File: config.mk
export PLATFORM = sky130hd
export DESIGN_NAME = radial_run_cluster_finder
export DESIGN_NICKNAME = d
export VERILOG_FILES = /design/src/hw/rtl/rrcf_pkg.sv /design/src/hw/rtl/radial_run_cluster_finder.sv
export SDC_FILE = /design/constraint.sdc
export NUM_CORES = 1
export LEC_CHECK = 0
export BUFFER_PORTS_ARGS = -buffer_cell sky130_fd_sc_hd__buf_2
export CORE_AREA = 2 2 134 266
export DETAILED_ROUTE_END_ITERATION = 16
export DIE_AREA = 0 0 136 268
export PLACE_DENSITY = 0.58
export SYNTH_ARGS = -nofsm -noshare
export SYNTH_HDL_FRONTEND = slang
export SYNTH_SLANG_ARGS = --single-unit
export TNS_END_PERCENT = 50
File: constraint.sdc
create_clock -name clk_i -period 9.6 [get_ports clk_i]
set_input_delay 1.92 -clock clk_i [delete_from_list [all_inputs] [get_ports clk_i]]
set_output_delay 1.92 -clock clk_i [all_outputs]
set_load 0.03 [all_outputs]
File: src/hw/rtl/rrcf_pkg.sv
// Package for the radial run cluster finder: widths, register map, reset values and run record.
`default_nettype none
package rrcf_pkg;

  localparam int unsigned RadiusW  = 16;
  localparam int unsigned CountW   = 16;
  localparam int unsigned MarginW  = 13;
  localparam int unsigned BoundW   = 17;
  localparam int unsigned OutDataW = 40;
  localparam int unsigned AddrW    = 4;
  localparam int unsigned ApbDataW = 32;

  localparam logic [CountW-1:0]  MinCountRst  = 16'd25;
  localparam logic [RadiusW-1:0] JumpThrRst   = 16'd77;
  localparam logic [MarginW-1:0] MarginRst    = 13'd128;
  localparam logic [CountW-1:0]  CountMax     = {CountW{1'b1}};

  typedef enum logic [1:0] {
    RegMinCount = 2'd0,
    RegJumpThr  = 2'd1,
    RegMargin   = 2'd2,
    RegNone     = 2'd3
  } reg_idx_e;

  typedef struct packed {
    logic [RadiusW-1:0] first;
    logic [RadiusW-1:0] latest;
    logic [CountW-1:0]  length;
    logic               reported;
  } run_t;

endpackage
`default_nettype wire

File: src/hw/rtl/radial_run_cluster_finder.sv
// Radial run cluster finder: run tracking per bin with one result per bin.
// A result appears on the master side in the cycle after the transfer of the item that
// causes it. Throughput: one item per cycle unless stalled; the run compare and update is
// one subtract, one compare and a saturating count ahead of the run and result registers.
// The slave side stalls only while an unread result waits and the master side is stalled.
// Reset: run state and output valid clear; registers return to 25, 77 and 128.
`default_nettype none
module radial_run_cluster_finder (
  input  wire logic                                 clk_i,
  input  wire logic                                 rst_ni,
  // APB-style configuration port
  input  wire logic                                 psel,
  input  wire logic                                 penable,
  input  wire logic                                 pwrite,
  input  wire logic [rrcf_pkg::AddrW-1:0]           paddr,
  input  wire logic [rrcf_pkg::ApbDataW-1:0]        pwdata,
  output logic      [rrcf_pkg::ApbDataW-1:0]        prdata,
  output logic                                      pready,
  // input stream
  input  wire logic                                 s_axis_tvalid_i,
  output logic                                      s_axis_tready_o,
  // tdata: radius [15:0]
  input  wire logic [rrcf_pkg::RadiusW-1:0]         s_axis_tdata_i,
  // tlast: bin_end
  input  wire logic                                 s_axis_tlast_i,
  // result stream
  output logic                                      m_axis_tvalid_o,
  input  wire logic                                 m_axis_tready_i,
  // tdata: inner_bound [16:0], outer_bound [33:17], zero [39:34]
  output logic      [rrcf_pkg::OutDataW-1:0]        m_axis_tdata_o,
  // tuser: found
  output logic                                      m_axis_tuser_o
);

  localparam int unsigned BW = rrcf_pkg::BoundW;

  logic [rrcf_pkg::CountW-1:0]  min_count_q;
  logic [rrcf_pkg::RadiusW-1:0] jump_thr_q;
  logic [rrcf_pkg::MarginW-1:0] margin_q;

  rrcf_pkg::run_t run_q, run_d;

  logic          m_valid_q;
  logic [BW-1:0] inner_q, outer_q, inner_d, outer_d;
  logic          found_q, found_d;

  logic                         in_acc, emit;
  logic                         cfg_wr;
  rrcf_pkg::reg_idx_e           cfg_idx;
  logic [rrcf_pkg::RadiusW-1:0] step;
  logic                         cont, close;
  rrcf_pkg::run_t               run_n;

  // configuration port
  assign pready  = 1'b1;
  assign cfg_wr  = psel & penable & pwrite;
  assign cfg_idx = rrcf_pkg::reg_idx_e'(paddr[3:2]);

  always_ff @(posedge clk_i or negedge rst_ni) begin
    if (!rst_ni) begin
      min_count_q <= rrcf_pkg::MinCountRst;
      jump_thr_q  <= rrcf_pkg::JumpThrRst;
      margin_q    <= rrcf_pkg::MarginRst;
    end else if (cfg_wr) begin
      unique case (cfg_idx)
        rrcf_pkg::RegMinCount: min_count_q <= pwdata[rrcf_pkg::CountW-1:0];
        rrcf_pkg::RegJumpThr:  jump_thr_q  <= pwdata[rrcf_pkg::RadiusW-1:0];
        rrcf_pkg::RegMargin:   margin_q    <= pwdata[rrcf_pkg::MarginW-1:0];
        default: ;
      endcase
    end
  end

  always_comb begin
    unique case (cfg_idx)
      rrcf_pkg::RegMinCount: prdata = {16'd0, min_count_q};
      rrcf_pkg::RegJumpThr:  prdata = {16'd0, jump_thr_q};
      rrcf_pkg::RegMargin:   prdata = {19'd0, margin_q};
      default:               prdata = '0;
    endcase
  end

  // accept whenever the result register is free or drains this cycle
  assign s_axis_tready_o = !m_valid_q || m_axis_tready_i;
  assign in_acc          = s_axis_tvalid_i && s_axis_tready_o;

  always_comb begin
    step = (run_q.latest >= s_axis_tdata_i) ? run_q.latest - s_axis_tdata_i
                                            : s_axis_tdata_i - run_q.latest;
    cont  = (run_q.length != '0) && (step <= jump_thr_q);
    close = !cont && (run_q.length >= min_count_q);

    run_n = run_q;
    if (!run_q.reported) begin
      if (cont) begin
        run_n.latest = s_axis_tdata_i;
        if (run_q.length != rrcf_pkg::CountMax) run_n.length = run_q.length + 1'b1;
      end else if (close) begin
        run_n.reported = 1'b1;
      end else begin
        run_n.first  = s_axis_tdata_i;
        run_n.latest = s_axis_tdata_i;
        run_n.length = 16'd1;
      end
    end

    emit = !run_q.reported && (close || s_axis_tlast_i);

    // a closing report leaves first and latest untouched, so both paths read run_n
    found_d = close || ((run_n.length >= min_count_q) && (run_n.first != '0));
    if (found_d) begin
      inner_d = {1'b0, run_n.first} - {{(BW-rrcf_pkg::MarginW){1'b0}}, margin_q};
      outer_d = {1'b0, run_n.latest} + {{(BW-rrcf_pkg::MarginW){1'b0}}, margin_q};
    end else begin
      inner_d = '0;
      outer_d = '0;
    end

    // the last item of a bin always clears the run
    run_d = s_axis_tlast_i ? '0 : run_n;
  end

  always_ff @(posedge clk_i or negedge rst_ni) begin
    if (!rst_ni) begin
      run_q <= '0;
    end else if (in_acc) begin
      run_q <= run_d;
    end
  end

  always_ff @(posedge clk_i or negedge rst_ni) begin
    if (!rst_ni) begin
      m_valid_q <= 1'b0;
    end else if (in_acc && emit) begin
      m_valid_q <= 1'b1;
    end else if (m_axis_tready_i) begin
      m_valid_q <= 1'b0;
    end
  end

  always_ff @(posedge clk_i) begin
    if (in_acc && emit) begin
      inner_q <= inner_d;
      outer_q <= outer_d;
      found_q <= found_d;
    end
  end

  assign m_axis_tvalid_o = m_valid_q;
  assign m_axis_tdata_o  = {{(rrcf_pkg::OutDataW-2*BW){1'b0}}, outer_q, inner_q};
  assign m_axis_tuser_o  = found_q;

  // a result without a cluster carries zero bounds
  a_none_zero: assert property (@(posedge clk_i) disable iff (!rst_ni)
    (m_valid_q && !found_q) |-> (inner_q == '0 && outer_q == '0))
    else $error("result without cluster has nonzero bounds");

  // the last item of a bin leaves an empty, unreported run
  a_bin_clear: assert property (@(posedge clk_i) disable iff (!rst_ni)
    (in_acc && s_axis_tlast_i) |=> (run_q.length == '0 && !run_q.reported))
    else $error("run state not cleared at end of bin");

  // a reported bin produces no further result, not even at its last item
  a_no_second: assert property (@(posedge clk_i) disable iff (!rst_ni)
    (in_acc && run_q.reported && m_axis_tready_i) |=> !m_valid_q)
    else $error("second result in a reported bin");

endmodule
`default_nettype wire
==> results by group, run 1 <==
Outcome
  • Status: finished, final reports clean

Pwr
  • Pwr per Cell Area: ~230 nW/um^2
  • Seq pwr share: a little over a quarter
  • Part of the power in combinational logic: between 40% and 50%
  • Leak: roughly 5.4 nW
  • Switching share of power: a little over two fifths
  • Max VDD drop: between 0.1 and 0.15 mV
  • Sw Pwr: 1.14 mW
  • Clk pwr share: between 20% and 30%
  • Internal power: roughly 1.5 mW

Route
  • DRT Pass-1 Iters: 6
  • DR iter-0 viols: 554
  • Routed wire per std cell: a little under 20 um
  • Final ANT Viol Nets: 0
  • Via density: 5.23
  • Via Count: 8970
  • DRC: 0
  • Post-Route WL: 33700 um

Floorplan
  • IO Count: ~140
  • Die Width: between 100 and 150 um
  • Die H: around 270 um
  • Die area: 36400 sq um
  • Initial core utilization: roughly 30%
  • CORE AREA: 34400 sq um
  • Std-Cell Rows: between 90 and 100

Synth
  • Post-synth top area share: 21.4%
  • Gate Count Post-Synth: about 1200
  • FF+latch count, synth: 130
  • Syn Area/Cell: 8.66 sq um
  • Async S/R FF share, synth: 73.1%
  • Ys flop type: dfrtp_1
  • Post-synthesis cell area: slightly above 10000 sq um
  • Cell taking the most area after synthesis: dfrtp_1
  • Synth warn: 0
  • Post-synthesis sequential area ratio: between 30% and 40%
  • Netlist cell types: just over 70
  • EDFF count, synth: 35
  • Largest cells by area after synthesis: dfrtp_1, ha_1, edfxtp_1

Placement
  • IO buf count: 94
  • RD Place Congestion: slightly above 0.9
  • Hpwl dp: approximately 27000 um
  • Pre-CTS setup slack: 0.445 ns

Final layout
  • Area of the multi-input gates: just over 6000 sq um
  • Most used cells in the layout excluding fill and tap cells: nand2_1, o21ai_0, ha_1
  • Fill cell count: ~3700
  • Area delta synth->final: 14.9%
  • Layout cells sized above 1: roughly 16%
  • Nets: about 1400
  • Most common cell after layout, fill and taps aside: nand2_1
  • Reg area: between 3000 and 4000 sq um
  • Number of diodes: 0

GRT
  • Vias in the first global route: roughly 9000
  • First-pass GRT wire length: between 50000 and 60000 um
  • Total gr overflow: 0
  • Initial antenna violation count: 1
  • Maximum number of pins on one net before global-route repair: 49
  • Gr usage total: a little under a fifth

Timing
  • Achievable frequency: around 0.11 GHz
  • RSZ-0062 raised after global routing: false
  • Crit share post-route: approximately nine tenths
  • Final hold vios: 0
  • Final setup vio count: 0
  • Rel. slew slack: about a fifth
  • Clock skew: between 0.009 and 0.01 ns
  • Least-Margin Pin Slew: between 1 and 1.5 ns
  • Sum of negative setup slack: 0 ns
  • Setup ws final: between 0.8 and 0.9 ns
  • Slew Limit Fails: 0
  • Min Tclk post-route: just under 9 ns

Critical path
  • Most used cell, CP: o21ai_0
  • Critical Path Sink Type: flip-flop
  • Setup Crit Path Kind: input pin to flip-flop
  • Max incr delay on CP: approximately 0.48 ns
  • Critical path required time: 9.80 ns
  • Crit start category: input pin
  • Slowest CP cell: fa_1
  • CP max FO: 32
  • Worst Path Arrival: 8.91 ns

Clock network
  • Clock latency on the worst-skew pair: around 0.45 ns
  • Number of buffers created by CTS: 17
  • Clock tree buffer depth: 2
  • CTS hold repair buffers: 0
  • Clock Sinks: 130
  • CTS clk-pin slew, worst paths: approximately 0.06 ns
  • Root Buffer: clkbuf_16
  • Postcts setup bufs: 0
  • CTS tree: done
  • Htree depth: 4
  • Post-CTS sizing: 0

Hold path
  • Hold crit path type: flip-flop to flip-flop

Job
  • Max-cap violations: 0
## flip-flops by register name (all words and copies together) (netlist names)
register / count
run_q: 49
inner_q: 17
outer_q: 17
jump_thr_q: 16
min_count_q: 16
margin_q: 13
m_axis_tuser_o: 1
m_axis_tvalid_o: 1
## power by group through the flow
stage	Clock, mW	Combinational, mW	Sequential [mW]
finish	0.668	1.27	0.731
global route	0.706	1.41	0.742
floorplan	0	0.910	0.727
CTS	0.683	1.27	0.730
detailed placement	0	1.26	0.740
global placement	0	1.24	0.737
## synthesized netlist by cell type (4+ instances only)
cell type,count
nand2_1,137
o21ai_0,120
ha_1,107
inv_1,96
dfrtp_1,87
a21oi_1,70
nor2_1,63
a21o_1,36
edfxtp_1,35
clkbuf_1,34
mux2i_1,31
nand3_1,26
nor3_1,26
buf_4,25
a22o_1,20
nand4_1,19
mux2_2,18
xnor2_1,17
a31oi_1,14
and3_1,14
xor2_1,13
nor4_1,12
buf_2,11
nand2b_1,9
nor2b_1,9
o21a_1,9
a211oi_1,8
dfstp_2,8
o21bai_1,8
or2_2,7
a32o_1,6
buf_1,6
o31ai_1,6
and2_1,5
o211ai_1,5
a211oi_2,4
fa_1,4
o2111ai_1,4
or3_1,4
## per-layer routing
metal	up-vias	GRT usage, %	share of wire [%]
met5	-	0	0.042
met4	2	15.6	8.8
met3	90	3.02	3.5
met2	272	34.4	53
met1	4288	17.7	35
li1	4318	-	-
## cell type report
type,count,share of cell area (%)
Multi-Input combinational cell,894,52.0
Tap cell,441,4.71
Inverter,96,3.08
Sequential cell,130,29.3
Clock inverter,15,1.35
Timing Repair Buffer,121,5.87
Clock buffer,17,3.63
## metrics by stage
stage | util (%) | hold slack (ns) | cells | power [mW] | cell area [sq um]
6_report | 34.1 | 0.494 | 1714 | 2.67 | 11700
3_5_place_dp | 32.4 | 0.474 | 1682 | 2.00 | 11100
3_3_place_gp | 32.4 | 0.465 | 1682 | 1.98 | 11100
4_1_cts | 34.1 | 0.488 | 1714 | 2.68 | 11700
2_1_floorplan | - | 0.450 | 1198 | 1.64 | 10300
5_1_grt | 34.1 | 0.514 | 1714 | 2.86 | 11700
## critical path: cells and delay by family
kind / cells / cell delay [ns]
compound gates: 15 / 3.28
simple gates: 5 / 1.24
fa+ha+maj: 3 / 1.18
buf+inv: 4 / 0.95
xor+xnor: 2 / 0.30
## kinds of logic (layout without fill, tap and decap cells)
logic type               after synthesis  in the layout  share of synthesized area [%]
AO/OA/AOI/OAI                        336            336                           21.1
XOR/XNOR                              30             30                           2.58
adder cells (fa/ha/maj)              111            111                           13.9
buffers and inverters                174            249                           7.55
flip-flops                           130            130                           33.7
multiplexers                          49             49                           5.03
other                                  2             23                         0.0737
AND/OR/NAND/NOR                      345            345                           16.0
## path summary, 6_finish.rpt
check                             startpoint  cells past startpoint  slack (ns)        endpoint
max                        s_axis_tdata_i[1]                     29        0.89     outer_q[14]
min                                run_q[48]                      2        0.49       run_q[48]
max reg2reg                        run_q[17]                     30        2.13     outer_q[14]
min reg2reg                        run_q[48]                      2        0.49       run_q[48]
max in group asynchronous             rst_ni                      2        6.97  jump_thr_q[15]
min in group asynchronous             rst_ni                      1        1.50        run_q[4]
No activity file was read; power rests on OpenSTA's default activity.
==> run 2: changes to the inputs <==
Settings changed: ABC_AREA from default to 1, CORE_AREA 2 2 134 266 to 2 2 135 269, DIE_AREA 0 0 136 268 to 0 0 137 271, PLACE_DENSITY 0.58 to 0.57, RECOVER_POWER from default to 100.
==> run 2 against run 1 <==
Effect of this change: the run now ends with capacitance limit, slew limit left; register-to-register slack better by 0.15 ns; hold slack worse by 0.0072 ns; clock-buffer cell count is 2 higher; power is 1.1% higher; sequential cell count stayed put; first-iteration DRC count is 6.0% higher; sequential power is 2% lower; die area is 1.9% higher; combinational power hardly changed; clock skew is 0.00083 ns higher; critical path depth is 11 higher; critical endpoint unchanged; largest cell class unchanged; highest routed layer is now met4.
==> results by group, run 2 <==
Synth
  • Gate Count Post-Synth: about 1300
  • Top cells by count, synth: nand2_1, inv_1, o21ai_0
  • Largest cells by area after synthesis: dfrtp_1, ha_1, edfxtp_1
  • Most frequent cell after synthesis: nand2_1
  • Async S/R FF share, synth: between 70% and 80%
  • Cell taking the most area after synthesis: dfrtp_1
  • Netlist cell types: 55
  • Syn Area/Cell: just under 8 sq um
  • Synth warn: 0
  • Ys flop type: dfrtp_1
  • EDFF count, synth: 35
  • Post-synthesis sequential area ratio: 33.1%
  • Post-synth top area share: a little over a fifth
  • FF+latch count, synth: 130
  • Post-synthesis cell area: between 10000 and 15000 sq um

Timing
  • Final setup vio count: 0
  • Sum of negative setup slack: 0 ns
  • Min Tclk post-route: 8.61 ns
  • Hold Slack: 0.487 ns
  • Clock skew: approximately 0.010 ns
  • RSZ-0062 raised after global routing: false
  • Least-Margin Pin Slew: between 3 and 4 ns
  • Slew Limit Fails: 135
  • Rel. slew slack: -160%
  • Final hold vios: 0
  • Crit share post-route: 89.7%
  • Setup ws final: roughly 0.99 ns
  • Achievable frequency: 0.116 GHz

Placement
  • RD Place Congestion: roughly 0.9
  • Hpwl dp: roughly 28000 um
  • Placed insts: 1839
  • Pre-CTS setup slack: 0.732 ns
  • IO buf count: 94

Job
  • Max-cap violations: 3

Clock network
  • CTS clk-pin slew, worst paths: about 0.060 ns
  • Htree depth: 4
  • Root Buffer: clkbuf_16
  • Clock tree buffer depth: 2
  • CTS hold repair buffers: 0
  • Number of buffers created by CTS: 17
  • CTS tree: done
  • Clock latency on the worst-skew pair: about 0.44 ns
  • Post-CTS sizing: 0
  • Postcts setup bufs: 0
  • Clock Sinks: 130

Critical path
  • Max incr delay on CP: approximately 0.37 ns
  • Critical path required time: about 9.7 ns
  • CP max FO: 28
  • Slowest CP cell: ha_1
  • Most used cell, CP: nand2_1
  • Crit start category: input pin
  • Worst Path Arrival: 8.74 ns
  • Critical Path Sink Type: flip-flop
  • Setup Crit Path Kind: input pin to flip-flop

Pwr
  • Leak: 5.60 nW
  • Power Total: about 2.7 mW
  • Pwr per Cell Area: 232 nW/um^2
  • Max VDD drop: 0.151 mV

Hold path
  • Hold crit path type: flip-flop to flip-flop

Final layout
  • Most common cell after layout, fill and taps aside: nand2_1
  • Largest register FFs: 49
  • Number of diodes: 0
  • Most used cells in the layout excluding fill and tap cells: nand2_1, inv_1, o21ai_0
  • Area delta synth->final: 11.8%
  • Fill cell count: around 3800
  • Nets: 1584
  • Largest regs: run_q (49), inner_q (17), outer_q (17)
  • Reg area: 3440 sq um
  • Final non-filler cell total: 1871
  • Layout cells sized above 1: about 8.1%
  • Largest reg by FF count: run_q
  • Area of the multi-input gates: ~5700 sq um

Route
  • DRT Pass-1 Iters: 5
  • Via Count: roughly 9300
  • DRC: 0
  • Post-Route WL: 34900 um
  • Via density: about 5.0
  • DR iter-0 viols: between 500 and 600
  • Final ANT Viol Nets: 0
  • Routed wire per std cell: around 19 um

GRT
  • Initial antenna violation count: 0
  • Vias in the first global route: between 9000 and 10000
  • Maximum number of pins on one net before global-route repair: 68
  • Total gr overflow: 0
  • First-pass GRT wire length: between 50000 and 60000 um
  • Gr usage total: around a fifth

Floorplan
  • Initial core utilization: between 20% and 30%
  • Std-Cell Rows: between 90 and 100
  • IO Count: between 100 and 150
  • Die Width: ~140 um
  • Die H: ~270 um
  • Die area: about 37000 sq um
  • CORE AREA: 35000 sq um

Outcome
  • Failing checks: capacitance limit, slew limit
  • Status: finished, violations left
[run 2: logic make-up (layout without fill, tap and decap cells)]
kind of cell / count (synthesis) / count (layout) / synth area share, %
flip-flops: 130 / 130 / 33.1
multiplexers: 2 / 2 / 0.193
AND/OR/NAND/NOR: 423 / 423 / 17.8
AO/OA/AOI/OAI: 344 / 344 / 20.1
adder cells (fa/ha/maj): 111 / 111 / 13.7
other: 2 / 23 / 0.0724
XOR/XNOR: 43 / 43 / 3.63
buffers and inverters: 274 / 350 / 11.5
[run 2: area by class of cell]
cell class	count	area share, %
Clock inverter	13	1.79
Tap cell	445	4.80
Clock buffer	19	3.73
Timing Repair Buffer	104	4.02
Multi-Input combinational cell	946	49.1
Sequential cell	130	29.6
Inverter	214	6.92
[run 2: per-stage QoR]
step / instance area (sq um) / utilization, %
floorplan: 10500 / -
global placement: 11200 / 32.0
detailed placement: 11200 / 32.0
CTS: 11800 / 33.8
global route: 11600 / 33.2
finish: 11600 / 33.2
[run 2: where the power goes]
part           internal (mW)  total [mW]  switching (mW)
combinational          0.415        1.26           0.845
sequential             0.658       0.718          0.0604
clock                  0.461       0.718           0.257
[run 2: worst max-delay path: cells and delay by family]
kind,cells,cell delay [ns]
AO/OA/AOI/OAI,11,2.34
XOR/XNOR,2,0.45
adder cells (fa/ha/maj),3,0.99
buffers and inverters,8,1.21
AND/OR/NAND/NOR,16,1.79
[run 2: per-layer routing]
layer	track usage [%]	part of all wire (%)	vias to the layer above	wire length (um)
met5	0	0	-	0
met4	10.6	5.3	0	1870
met3	2.38	3.6	75	1240
met2	36.9	55	246	19300
met1	19.2	36	4392	12600
li1	-	-	4582	-
[run 2: path summary, 6_finish.rpt]
check	start	to	slack [ns]	cells past startpoint
max in group asynchronous	rst_ni	jump_thr_q[9]	3.17	2
min reg2reg	jump_thr_q[15]	jump_thr_q[15]	0.49	2
min in group asynchronous	rst_ni	run_q[44]	1.95	1
max reg2reg	run_q[17]	outer_q[14]	2.28	41
min	jump_thr_q[15]	jump_thr_q[15]	0.49	2
max	s_axis_tdata_i[3]	outer_q[14]	0.99	40
